<file path="config.mk">
export PLATFORM = sky130hd
export DESIGN_NAME = gbkp_serial_div
export DESIGN_NICKNAME = d
export VERILOG_FILES = /design/src/design/gbkp_pkg.sv /design/src/design/gbkp_serial_div.sv
export SDC_FILE = /design/constraint.sdc
export NUM_CORES = 1
export LEC_CHECK = 0
export ABC_AREA = 1
export ABC_CLOCK_PERIOD_IN_PS = 2700
export BUFFER_PORTS_ARGS = -buffer_cell sky130_fd_sc_hd__buf_2
export CAP_MARGIN = 20
export CORE_ASPECT_RATIO = 0.7
export CORE_UTILIZATION = 56
export CTS_CLUSTER_SIZE = 30
export DETAILED_ROUTE_END_ITERATION = 10
export GPL_TIMING_DRIVEN = 1
export PLACE_DENSITY = 0.79
export SYNTH_ARGS = -nofsm -noshare
export SYNTH_HDL_FRONTEND = slang
export SYNTH_SLANG_ARGS = --single-unit
</file>
<file path="constraint.sdc">
create_clock -name clock -period 2.7 [get_ports clock]
set_clock_uncertainty 0.1 [all_clocks]
set_input_delay 0.81 -clock clock [delete_from_list [all_inputs] [get_ports clock]]
set_output_delay 0.81 -clock clock [all_outputs]
set_load 0.05 [all_outputs]
</file>
<file path="src/design/gbkp_pkg.sv">
// Shared types, constants and codes of the grid bucket best-keypoint unit.
// Used by every module of the block; depends on nothing else.
package gbkp_pkg;

   localparam int CFG_W        = 12;
   localparam int DIV_W        = 12;
   localparam int IDX_W        = 2 * DIV_W + 1;
   localparam int POS_W        = 16;
   localparam int RESP_W       = 32;
   localparam int REQ_W        = 10;
   localparam int KIND_W       = 3;
   localparam int CSR_IDX_W    = 2;
   localparam int PAY_W        = RESP_W + 2 * POS_W;
   localparam int REQ_TDATA_W  = 80;
   localparam int RSP_TDATA_W  = 2 * POS_W;
   localparam int MAX_CELLS_DEF = 1024;

   localparam logic [CFG_W-1:0] WIDTH_RST  = 12'd640;
   localparam logic [CFG_W-1:0] HEIGHT_RST = 12'd480;
   localparam logic [CFG_W-1:0] CSIZE_RST  = 12'd32;
   localparam logic [DIV_W-1:0] COLS_RST   = 12'd20;
   localparam logic [DIV_W-1:0] ROWS_RST   = 12'd15;

   localparam logic signed [RESP_W-1:0] EMPTY_SCORE = -32'sd65536;

   typedef logic [KIND_W-1:0] kind_type;
   localparam kind_type KIND_CLR_OCC = 3'd0;
   localparam kind_type KIND_MARK    = 3'd1;
   localparam kind_type KIND_OFFER   = 3'd2;
   localparam kind_type KIND_READ    = 3'd3;
   localparam kind_type KIND_CLR_WIN = 3'd4;

   typedef logic [CSR_IDX_W-1:0] csr_idx_type;
   localparam csr_idx_type REG_WIDTH  = 2'd0;
   localparam csr_idx_type REG_HEIGHT = 2'd1;
   localparam csr_idx_type REG_CSIZE  = 2'd2;

   typedef enum logic [2:0] {
      ST_SWEEP,
      ST_IDLE,
      ST_GRID,
      ST_DIV,
      ST_MUL,
      ST_ADDR,
      ST_LOOK,
      ST_APPLY
   } state_type;

   typedef struct packed {
      logic rd_en;
      logic occ_we;
      logic occ_wd;
      logic val_we;
      logic val_wd;
      logic pay_we;
      logic sweep_start;
      logic sweep_occ;
      logic sweep_val;
   } store_ctl_type;

   typedef struct packed {
      logic                     busy;
      logic                     occ;
      logic                     valid;
      logic signed [RESP_W-1:0] score;
      logic signed [POS_W-1:0]  x;
      logic signed [POS_W-1:0]  y;
   } store_rd_type;

endpackage

</file>
<file path="src/design/gbkp_serial_div.sv">
// Restoring divider that produces one quotient bit per clock cycle.
// Depends on gbkp_pkg for the operand width.
module gbkp_serial_div (
   input  logic                       clock,
   input  logic                       reset,
   input  logic                       start,
   input  logic [gbkp_pkg::DIV_W-1:0] dividend,
   input  logic [gbkp_pkg::DIV_W-1:0] divisor,
   output logic                       done,
   output logic [gbkp_pkg::DIV_W-1:0] quotient
);
   import gbkp_pkg::*;

   localparam int CNT_W = $clog2(DIV_W + 1);

   logic             busy_ff;
   logic             done_ff;
   logic [CNT_W-1:0] cnt_ff;
   logic [DIV_W-1:0] quo_ff;
   logic [DIV_W-1:0] rem_ff;
   logic [DIV_W:0]   shifted;
   logic [DIV_W+1:0] diff;
   logic             fits;
   logic [DIV_W-1:0] rem_in;
   logic [DIV_W-1:0] quo_in;

   always_comb begin
      shifted = {rem_ff, quo_ff[DIV_W-1]};
      diff    = {1'b0, shifted} - {2'b00, divisor};
      fits    = ~diff[DIV_W+1];
      rem_in  = fits ? diff[DIV_W-1:0] : shifted[DIV_W-1:0];
      quo_in  = {quo_ff[DIV_W-2:0], fits};
   end

   always_ff @(posedge clock) begin
      if (reset) begin
         busy_ff <= 1'b0;
         done_ff <= 1'b0;
         cnt_ff  <= '0;
      end else if (start) begin
         busy_ff <= 1'b1;
         done_ff <= 1'b0;
         cnt_ff  <= CNT_W'(DIV_W);
      end else if (busy_ff) begin
         cnt_ff <= cnt_ff - 1'b1;
         if (cnt_ff == CNT_W'(1)) begin
            busy_ff <= 1'b0;
            done_ff <= 1'b1;
         end
      end else begin
         done_ff <= 1'b0;
      end
   end

   always_ff @(posedge clock) begin
      if (start) begin
         quo_ff <= dividend;
         rem_ff <= '0;
      end else if (busy_ff) begin
         quo_ff <= quo_in;
         rem_ff <= rem_in;
      end
   end

   assign done     = done_ff;
   assign quotient = quo_ff;

endmodule

</file>
==> flow_summary.json, run 1 <==
{
  "status": "finished clean",
  "drive_gt1_share_pct": 19.3,
  "rsz0062_at_grt": "false",
  "fp.dieW_um": 78.0,
  "cp_cell_sequence": "buf_2 > inv_1 > ha_1 > nand2_1 > inv_2 > nand2_2 > inv_1 > a21oi_4 > buf_12 > nand3_1 > nand3_1 > o21ai_0",
  "htree_levels": 2,
  "dr.pass1.iters": 4,
  "final_cells": 424,
  "nFillCells": 313,
  "min_path_type": "reg2reg",
  "cp-start-kind": "input pin",
  "grt_pass1_wl_um": 8190,
  "critical_path_required_ns": 2.73,
  "worstSetupPathType": "in2reg",
  "routed_wl_um": 4830,
  "r2r_start": "rem_ff[8]$_SDFFE_PP0P_",
  "setup_ws_ns": 0.432,
  "dp_hpwl_um": 3860,
  "drv_slew": 0,
  "grt_remaining_overflow": 0,
  "avgSynthCellArea_um2": 6.83,
  "io_pins": 40,
  "syn_nets": 374,
  "slew_headroom_pct": 57.7,
  "power.density_mw_per_mm2": 432,
  "cp.arrival_ns": 2.29,
  "cts_setup_buffers": 0,
  "final-seq-area_um2": 721,
  "first_global_vias": 1815,
  "slowest_stage": "ha_1",
  "wl_per_cell_um": 11.4,
  "hold_viol_final": 0,
  "ir_drop_mv": 0.426,
  "dp.cells": 416,
  "core_mm2": 0.00369,
  "synth_cell_types": 31,
  "cp_max_fo": 10,
  "r2r_cells": 10,
  "r2r-end": "rem_ff[0]$_SDFFE_PP0P_",
  "placed_area_mm2": 0.00248,
  "finalCriticalPeriod_ns": 2.27,
  "critPathCaptureType": "flip-flop",
  "ys_warn_count": 0,
  "drc": 0,
  "synth.top_cell.area_share_pct": 19.7,
  "synth_top_area_cell": "nand2_1",
  "drt-initial-drc-count": 134,
  "viasPerCell": 4.83,
  "min_from": "rem_ff[11]$_SDFFE_PP0P_",
  "cts_buffers": 5,
  "path_clk_slew_ns": 0.06,
  "clock_path_buffers": 2,
  "clk_latency_ns": 0.27,
  "dp_slack_ns": 0.162,
  "num_antenna_cells": 0,
  "ant_nets": 0,
  "timing.hold.ws_ns": 0.374,
  "ff2ff_setup_slack_ns": 0.73,
  "die_y_um": 55.2,
  "cp-startpoint": "divisor[9]",
  "period_share_pct": 84.0,
  "clock_sinks": 30,
  "finalInstanceArea_mm2": 0.00256,
  "grt_max_degree": 18,
  "port_buffers": 39,
  "worst-path-buf-inv": 5,
  "ys_ff_latch": 30,
  "max_stage_delay_ns": 0.35,
  "synth_cells": 332,
  "cts_hold_buf": 0,
  "vias": 2049,
  "die_area_mm2": 0.00431,
  "cp_top_family": "buffers and inverters",
  "rows": 18,
  "setup_viol": 0,
  "antenna_found_initial": 0,
  "ys_seq_area_share_pct": 31.8,
  "min_to": "rem_ff[11]$_SDFFE_PP0P_",
  "clock-root-buffer": "clkbuf_8",
  "synth_area_leaders": "nand2_1, dfxtp_1, edfxtp_1",
  "hold_depth": 2,
  "start_util_pct": 61.3,
  "grt_use_total_pct": 24.1,
  "fmax_ghz": 0.441,
  "routabilityCongestion": 0.934,
  "num-nets-final": 415,
  "ctsResizeCount": 0,
  "max_slew.worst_pin.slew_ns": 0.634,
  "syn_to_final_growth_pct": 13.1,
  "drv_cap": 0,
  "leakage_nw": 1.48,
  "multi_input_area_mm2": 0.00122,
  "cts_tree": "yes",
  "synth.cell_area_mm2": 0.00227,
  "setup_tns_ns": 0
}
synthesized netlist by cell type:
master    number
nor2_4         2
and2_1         1
nand3b_1       4
nand2_2        5
nor2_2         1
a211oi_1       2
a21oi_4        1
clkbuf_1       2
dfxtp_1       18
edfxtp_1      12
nand4_1        4
clkbuf_8       1
o211ai_1       1
inv_1         65
xor2_1         4
or2_2          1
a31oi_1        2
nand2_1      119
o21ai_0        3
buf_12         1
nand3_1       30
buf_2          1
inv_2          3
ha_1          14
nand3_2        8
fa_1           1
a21oi_1        4
nand2_4        2
buf_6          2
nor2_1        16
o21ai_2        2
tightest hold or removal path, stage by stage (launching register included):
cell and delay [ns]:
dfxtp_1 0.32, nand2_1 0.06, nand2_1 0.05
cell type report:
cell class	instances	area share (%)
well taps	50	2.44
inverters	68	9.96
repair buffers	41	8.69
flip-flops and latches	30	28.1
clock inverters	2	0.342
multi-input cells	227	47.6
clock buffers	6	2.83
report_power, final:
group          total [mW]  switching [mW]  internal, mW
clock               0.336           0.159         0.177
combinational       0.254           0.180        0.0745
sequential          0.517          0.0148         0.503
total                1.11           0.354         0.754
metal layers:
metal	GRT usage, %	share of wire, %	vias up
met3	4.63	5.5	2
met2	37.0	43	50
met4	3.97	0.17	0
met1	35.7	52	888
li1	-	-	1109
met5	0	0	-
metrics by stage:
step | power [mW] | util [%]
floorplan | 0.712 | -
global placement | 0.774 | 67.2
detailed placement | 0.778 | 67.2
CTS | 1.11 | 69.4
global route | 1.16 | 69.4
finish | 1.11 | 69.4
registers in the layout (all words and copies together), names as in the netlist:
| signal | flops |
|---|---|
| busy_ff | 1 |
| cnt_ff | 4 |
| done | 1 |
| quotient | 12 |
| rem_ff | 12 |
cell usage in the layout (no fill, tap or decap), types with 2 or more instances in the layout:
cell,n
inv_2,3
nor2_4,2
nand2_4,2
ha_1,14
nand3_2,8
o21ai_0,3
a211oi_1,2
a31oi_1,2
xor2_1,4
nor2_1,16
nand2_2,5
nand3_1,30
o21ai_2,2
clkbuf_8,5
nand2_1,119
dfxtp_1,18
a21oi_1,4
inv_1,65
edfxtp_1,12
nand4_1,4
nand3b_1,4
buf_2,39
how the worst max path moves through the flow:
stage	depth (start not counted)	to	slack, ns
2_1_floorplan	11	rem_ff[0]$_SDFFE_PP0P_	0.47
3_3_place_gp	12	rem_ff[3]$_SDFFE_PP0P_	0.22
3_5_place_dp	12	rem_ff[0]$_SDFFE_PP0P_	0.16
4_1_cts	12	rem_ff[0]$_SDFFE_PP0P_	0.45
5_1_grt	12	rem_ff[0]$_SDFFE_PP0P_	0.33
6_report	12	rem_ff[0]$_SDFFE_PP0P_	0.43
logic make-up after synthesis:
kind of cell / share of synthesized area [%]
xor+xnor: 1.55
compound gates: 4.58
flops: 31.8
fa+ha+maj: 8.61
simple gates: 39.2
buf+inv: 14.3
Note: power is estimated with default switching activity, not from simulation.
==> run 2: changes to the inputs <==
Settings changed: ABC_AREA 1 to 0, ABC_CLOCK_PERIOD_IN_PS 2700 to 1800, CORE_UTILIZATION 56 to 49, PLACE_DENSITY 0.79 to 0.75.
Clock period 2.7 ns to 1.8 ns, I/O delays scaled along.
==> flow_summary.json, run 2 <==
{
  "nFillCells": 247,
  "synth_cell_types": 43,
  "failed_checks": "negative setup slack",
  "synth_top_area_cell": "dfxtp_1",
  "comb_power_share_pct": 32.5,
  "cp_max_fo": 3,
  "ys_ff_latch": 30,
  "dr.pass1.iters": 4,
  "critical_path_required_ns": 1.88,
  "drt-initial-drc-count": 79,
  "syn_nets": 245,
  "path_clk_slew_ns": 0.07,
  "setup_viol": 13,
  "drv_cap": 0,
  "rows": 18,
  "use_met1_pct": 31.7,
  "period_share_pct": 122,
  "async_flop_share_pct": 0,
  "power.density_mw_per_mm2": 698,
  "die_y_um": 53.9,
  "ys_warn_count": 0,
  "drv_slew": 0,
  "p_switching_mw": 0.671,
  "hold_viol_final": 0,
  "grt.met3_usage_pct": 6.10,
  "clock_path_buffers": 2,
  "p_int_mw": 1.32,
  "ys_seq_area_share_pct": 38.2,
  "wl_per_cell_um": 16.9,
  "drc": 0,
  "fmax_ghz": 0.454,
  "cts_hold_buf": 0,
  "worstSetupPathType": "reg2reg",
  "critPathCaptureType": "flip-flop",
  "max_slew.worst_pin.slew_ns": 0.547,
  "antenna_found_initial": 0,
  "power.total_mw": 1.99,
  "power_frac_clock_pct": 27.2,
  "cp.arrival_ns": 2.28,
  "ir_drop_mv": 0.665,
  "first_global_vias": 1818,
  "core_mm2": 0.00360,
  "port_buffers": 39,
  "final-seq-area_um2": 722,
  "grt.busiest_layer": "met2",
  "leakage_nw": 1.28,
  "min_path_type": "reg2reg",
  "slew_headroom_pct": 63.5,
  "gr-usage-met2_pct": 47.6,
  "avgSynthCellArea_um2": 9.30,
  "yosysMostFrequentCell": "nor2_1",
  "grt_remaining_overflow": 0,
  "layout_common_cells": "buf_4, buf_2, nor2_1",
  "htree_levels": 2,
  "synth.top_cell.area_share_pct": 19.1,
  "dp_hpwl_um": 3580,
  "fin_util_pct": 78.9,
  "layout.cells.most_common": "buf_4",
  "cts_tree": "yes",
  "start_util_pct": 52.4,
  "rsz0062_at_grt": "true",
  "ant_nets": 0,
  "num-nets-final": 337,
  "finalInstanceArea_mm2": 0.00284,
  "grt_pass1_wl_um": 8190,
  "routed_wl_um": 5840,
  "clock_sinks": 30,
  "fp.dieW_um": 76.2,
  "syn_to_final_growth_pct": 50.6,
  "num_antenna_cells": 0,
  "vias": 1925,
  "synth.cell_area_mm2": 0.00189,
  "status": "finished with violations",
  "die_area_mm2": 0.00411,
  "grt_max_degree": 16,
  "cp-start-kind": "flip-flop",
  "setup_ws_ns": -0.404,
  "clock-root-buffer": "clkbuf_8",
  "clk_latency_ns": 0.29,
  "ys.flop_type": "dfxtp_1",
  "finalCriticalPeriod_ns": 2.20,
  "placed_area_mm2": 0.00242,
  "timing.hold.ws_ns": 0.390,
  "grt_use_total_pct": 27.0,
  "io_pins": 40,
  "viasPerCell": 5.56,
  "synth_cells": 203,
  "drive_gt1_share_pct": 50.3,
  "switching_share_pct": 33.8,
  "synth_edf_count": 12,
  "p_seq_share_pct": 40.3,
  "synth_area_leaders": "dfxtp_1, edfxtp_1, ha_1",
  "multi_input_area_mm2": 0.00128,
  "yosys-top-cells-count": "nor2_1, inv_1, nand2_1",
  "routabilityCongestion": 0.824,
  "dp_slack_ns": -0.800,
  "cts_buffers": 5
}
run 2: cell types whose count changed in the layout (fill, tap and decap cells not counted), sizes merged, moves of 5 or more:
cell,previous run,this run
a21oi,5,12
buf,41,91
inv,68,20
mux2,0,12
mux2i,0,6
nand2,126,19
nand3,38,0
nor3,0,5
xnor2,0,7
run 2: critical path, stage by stage, from the launching register on:
cell and delay (ns):
edfxtp_1 0.41, inv_2 0.10, ha_4 0.14, fa_2 0.22, nor2b_2 0.05, o31a_1 0.29
o21a_1 0.20, or3_4 0.33, a211oi_2 0.18, nor4_1 0.06
run 2: cell families after synthesis:
| family | Yosys count | synth area share, % |
|---|---|---|
| adder cells (fa/ha/maj) | 15 | 10.3 |
| AO/OA/AOI/OAI | 44 | 16.7 |
| multiplexers | 18 | 10.3 |
| AND/OR/NAND/NOR | 61 | 14.6 |
| XOR/XNOR | 8 | 3.71 |
| flip-flops | 30 | 38.2 |
| buffers and inverters | 27 | 6.16 |
run 2: power groups by stage:
stage | clock, mW | sequential, mW | combinational (mW)
floorplan | 0 | 0.906 | 0.240
detailed placement | 0 | 0.812 | 0.524
CTS | 0.520 | 0.799 | 0.601
finish | 0.541 | 0.801 | 0.645
global placement | 0 | 0.807 | 0.508
global route | 0.563 | 0.805 | 0.683
run 2: through the flow:
step                      std cells  setup TNS, ns
after detailed placement        326          -9.10
after global routing            346          -4.32
after CTS                       345          -2.93
after floorplan                 203          -5.89
after global placement          326          -8.11
final                           346          -3.69
run 2: final timing paths:
kind                                          endpoint                   start  slack [ns]  depth (start not counted)
worst min register to register  rem_ff[2]$_SDFFE_PP0P_  rem_ff[2]$_SDFFE_PP0P_        0.39                          2
worst max-delay path            rem_ff[6]$_SDFFE_PP0P_  quotient[11]$_DFFE_PP_       -0.40                          9
worst max register to register  rem_ff[6]$_SDFFE_PP0P_  quotient[11]$_DFFE_PP_       -0.40                          9
worst min-delay path            rem_ff[2]$_SDFFE_PP0P_  rem_ff[2]$_SDFFE_PP0P_        0.39                          2
run 2: what timing repair did:
| item | in CTS | in global routing |
|---|---|---|
| pin swaps | 20 | 11 |
| cloned | 1 | 0 |
| endpoints found under the setup margin | 13 | 13 |
| setup buffers | 10 | 2 |
| gates resized for setup | 38 | 15 |
run 2: layout make-up:
type	count	area share (%)
repair buffers	91	21.7
multi-input cells	147	45.2
clock inverters	2	0.308
clock buffers	6	2.55
well taps	50	2.20
flip-flops and latches	30	25.4
inverters	20	2.64
run 2: metal layers:
metal  routed length [um]  share of wire (%)
met5                    0                  0
met4                  165                2.8
met2                 2970                 51
met1                 2480                 42
met3                  223                3.8
==> run 3: changes to the inputs <==
Settings changed: GPL_TIMING_DRIVEN 1 to 0.
==> flow_summary.json, run 3 (same netlist as run 2, synthesis figures left out) <==
{
  "status": "finished with violations",
  "failed_checks": "negative setup slack",
  "rsz0062_at_grt": "true",
  "drive_gt1_share_pct": 39.2,
  "worstSetupPathType": "reg2reg",
  "p_int_mw": 1.25,
  "grt_remaining_overflow": 0,
  "min_path_type": "reg2reg",
  "grt_use_total_pct": 20.5,
  "power_frac_clock_pct": 27.3,
  "hold_viol_final": 0,
  "layout_common_cells": "buf_2, nor2_1, nand2_1",
  "finalInstanceArea_mm2": 0.00252,
  "cts_buffers": 5,
  "dp.cells": 291,
  "period_share_pct": 128,
  "p_seq_share_pct": 43.6,
  "num_antenna_cells": 0,
  "path_clk_slew_ns": 0.06,
  "critical_path_required_ns": 1.82,
  "clock-root-buffer": "clkbuf_8",
  "cts_tree": "yes",
  "drt-initial-drc-count": 111,
  "start_util_pct": 52.4,
  "leakage_nw": 1.10,
  "wl_per_cell_um": 14.1,
  "ir_drop_mv": 0.665,
  "core_mm2": 0.00360,
  "slowest_stage": "edfxtp_1",
  "worst-path-buf-inv": 1,
  "ant_nets": 0,
  "rows": 18,
  "syn_to_final_growth_pct": 33.5,
  "cts_hold_buf": 0,
  "finalCriticalPeriod_ns": 2.31,
  "cp.arrival_ns": 2.33,
  "setup_viol": 12,
  "cp-start-kind": "flip-flop",
  "final_cells": 313,
  "clk_latency_ns": 0.27,
  "dp_hpwl_um": 2930,
  "placed_area_mm2": 0.00214,
  "vias": 1676,
  "slew_headroom_pct": 61.2,
  "cp_top_family": "compound AO/OA/AOI/OAI gates",
  "grt_pass1_wl_um": 6350,
  "comb_power_share_pct": 29.0,
  "setup_ws_ns": -0.507,
  "drv_cap": 0,
  "viasPerCell": 5.35,
  "max_slew.worst_pin.slew_ns": 0.581,
  "fp.dieW_um": 76.2,
  "setup_tns_ns": -4.63,
  "critPathCaptureType": "flip-flop",
  "die_y_um": 53.9,
  "drv_slew": 0,
  "clock_path_buffers": 2,
  "io_pins": 40,
  "fmax_ghz": 0.433,
  "grt_max_degree": 14,
  "port_buffers": 38,
  "routed_wl_um": 4410,
  "dp_slack_ns": -0.772,
  "drc": 0,
  "cp_max_fo": 3,
  "p_switching_mw": 0.585,
  "dr.pass1.iters": 4,
  "die_area_mm2": 0.00411,
  "clock_sinks": 30,
  "htree_levels": 2,
  "routabilityCongestion": 0.726,
  "antenna_found_initial": 0,
  "cp_cell_sequence": "inv_2 > ha_4 > fa_2 > nor2b_1 > o31a_1 > o21a_1 > or3_1 > a211oi_2 > nor4_1",
  "first_global_vias": 1404,
  "num-nets-final": 304,
  "power.density_mw_per_mm2": 730,
  "layout.cells.most_common": "buf_2",
  "max_stage_delay_ns": 0.40,
  "switching_share_pct": 31.8
}
## run 3: cell count changes in the layout (fill, tap and decap cells not counted), sizes merged
cell	before	now
a41o	2	1
clkbuf	6	12
buf	91	53
## run 3: worst register-to-register path, cell delays in order, from the launching register on
cell and delay [ns]:
edfxtp_1 0.40, inv_2 0.09, ha_4 0.14, fa_2 0.21, nor2b_1 0.06, o31a_1 0.34, o21a_1 0.19, or3_1 0.32
a211oi_2 0.22, nor4_1 0.08
## run 3: what timing repair did
item | CTS | global route
buffers inserted | 8 | 4
resized for setup | 23 | 17
endpoints found under the setup margin | 13 | 21
gates cloned | 1 | 1
pin swaps | 4 | 10
## run 3: area by class of cell
type | instances | area (um2)
Buffer | 7 | 51.3
Multi-Input combinational cell | 146 | 1190
Clock inverter | 2 | 8.76
Sequential cell | 30 | 723
Tap cell | 50 | 62.6
Clock buffer | 6 | 72.6
Timing Repair Buffer | 52 | 330
Fill cell | 295 | 1080
Inverter | 20 | 77.6
## run 3: path summary, 6_finish.rpt
kind	to	start	slack [ns]	cells past startpoint
max	rem_ff[6]$_SDFFE_PP0P_	quotient[11]$_DFFE_PP_	-0.51	9
min	rem_ff[8]$_SDFFE_PP0P_	rem_ff[8]$_SDFFE_PP0P_	0.38	2
max reg2reg	rem_ff[6]$_SDFFE_PP0P_	quotient[11]$_DFFE_PP_	-0.51	9
min reg2reg	rem_ff[8]$_SDFFE_PP0P_	rem_ff[8]$_SDFFE_PP0P_	0.38	2
## run 3: per-layer routing
layer	global-route usage, %	wire [um]	share of wire (%)	up-vias
met5	0	0	0	-
met2	33.9	2080	47	42
met3	5.25	180	4.1	5
met4	2.88	39	0.88	0
li1	-	-	-	841
met1	28.0	2120	48	788
## run 3: through the flow
stage          power [mW]  hold WS [ns]  utilization, %
2_1_floorplan        1.15         0.351               -
3_3_place_gp         1.24         0.377            59.5
3_5_place_dp         1.25         0.385            59.5
4_1_cts              1.79         0.383            66.5
5_1_grt              1.93         0.419            69.9
6_report             1.84         0.380            69.9
## run 3: power by group through the flow
stage / clock, mW / combinational, mW / sequential, mW
final: 0.503 / 0.534 / 0.802
after global routing: 0.543 / 0.582 / 0.809
after CTS: 0.502 / 0.486 / 0.799
after detailed placement: 0 / 0.441 / 0.812
after global placement: 0 / 0.433 / 0.810
after floorplan: 0 / 0.240 / 0.906
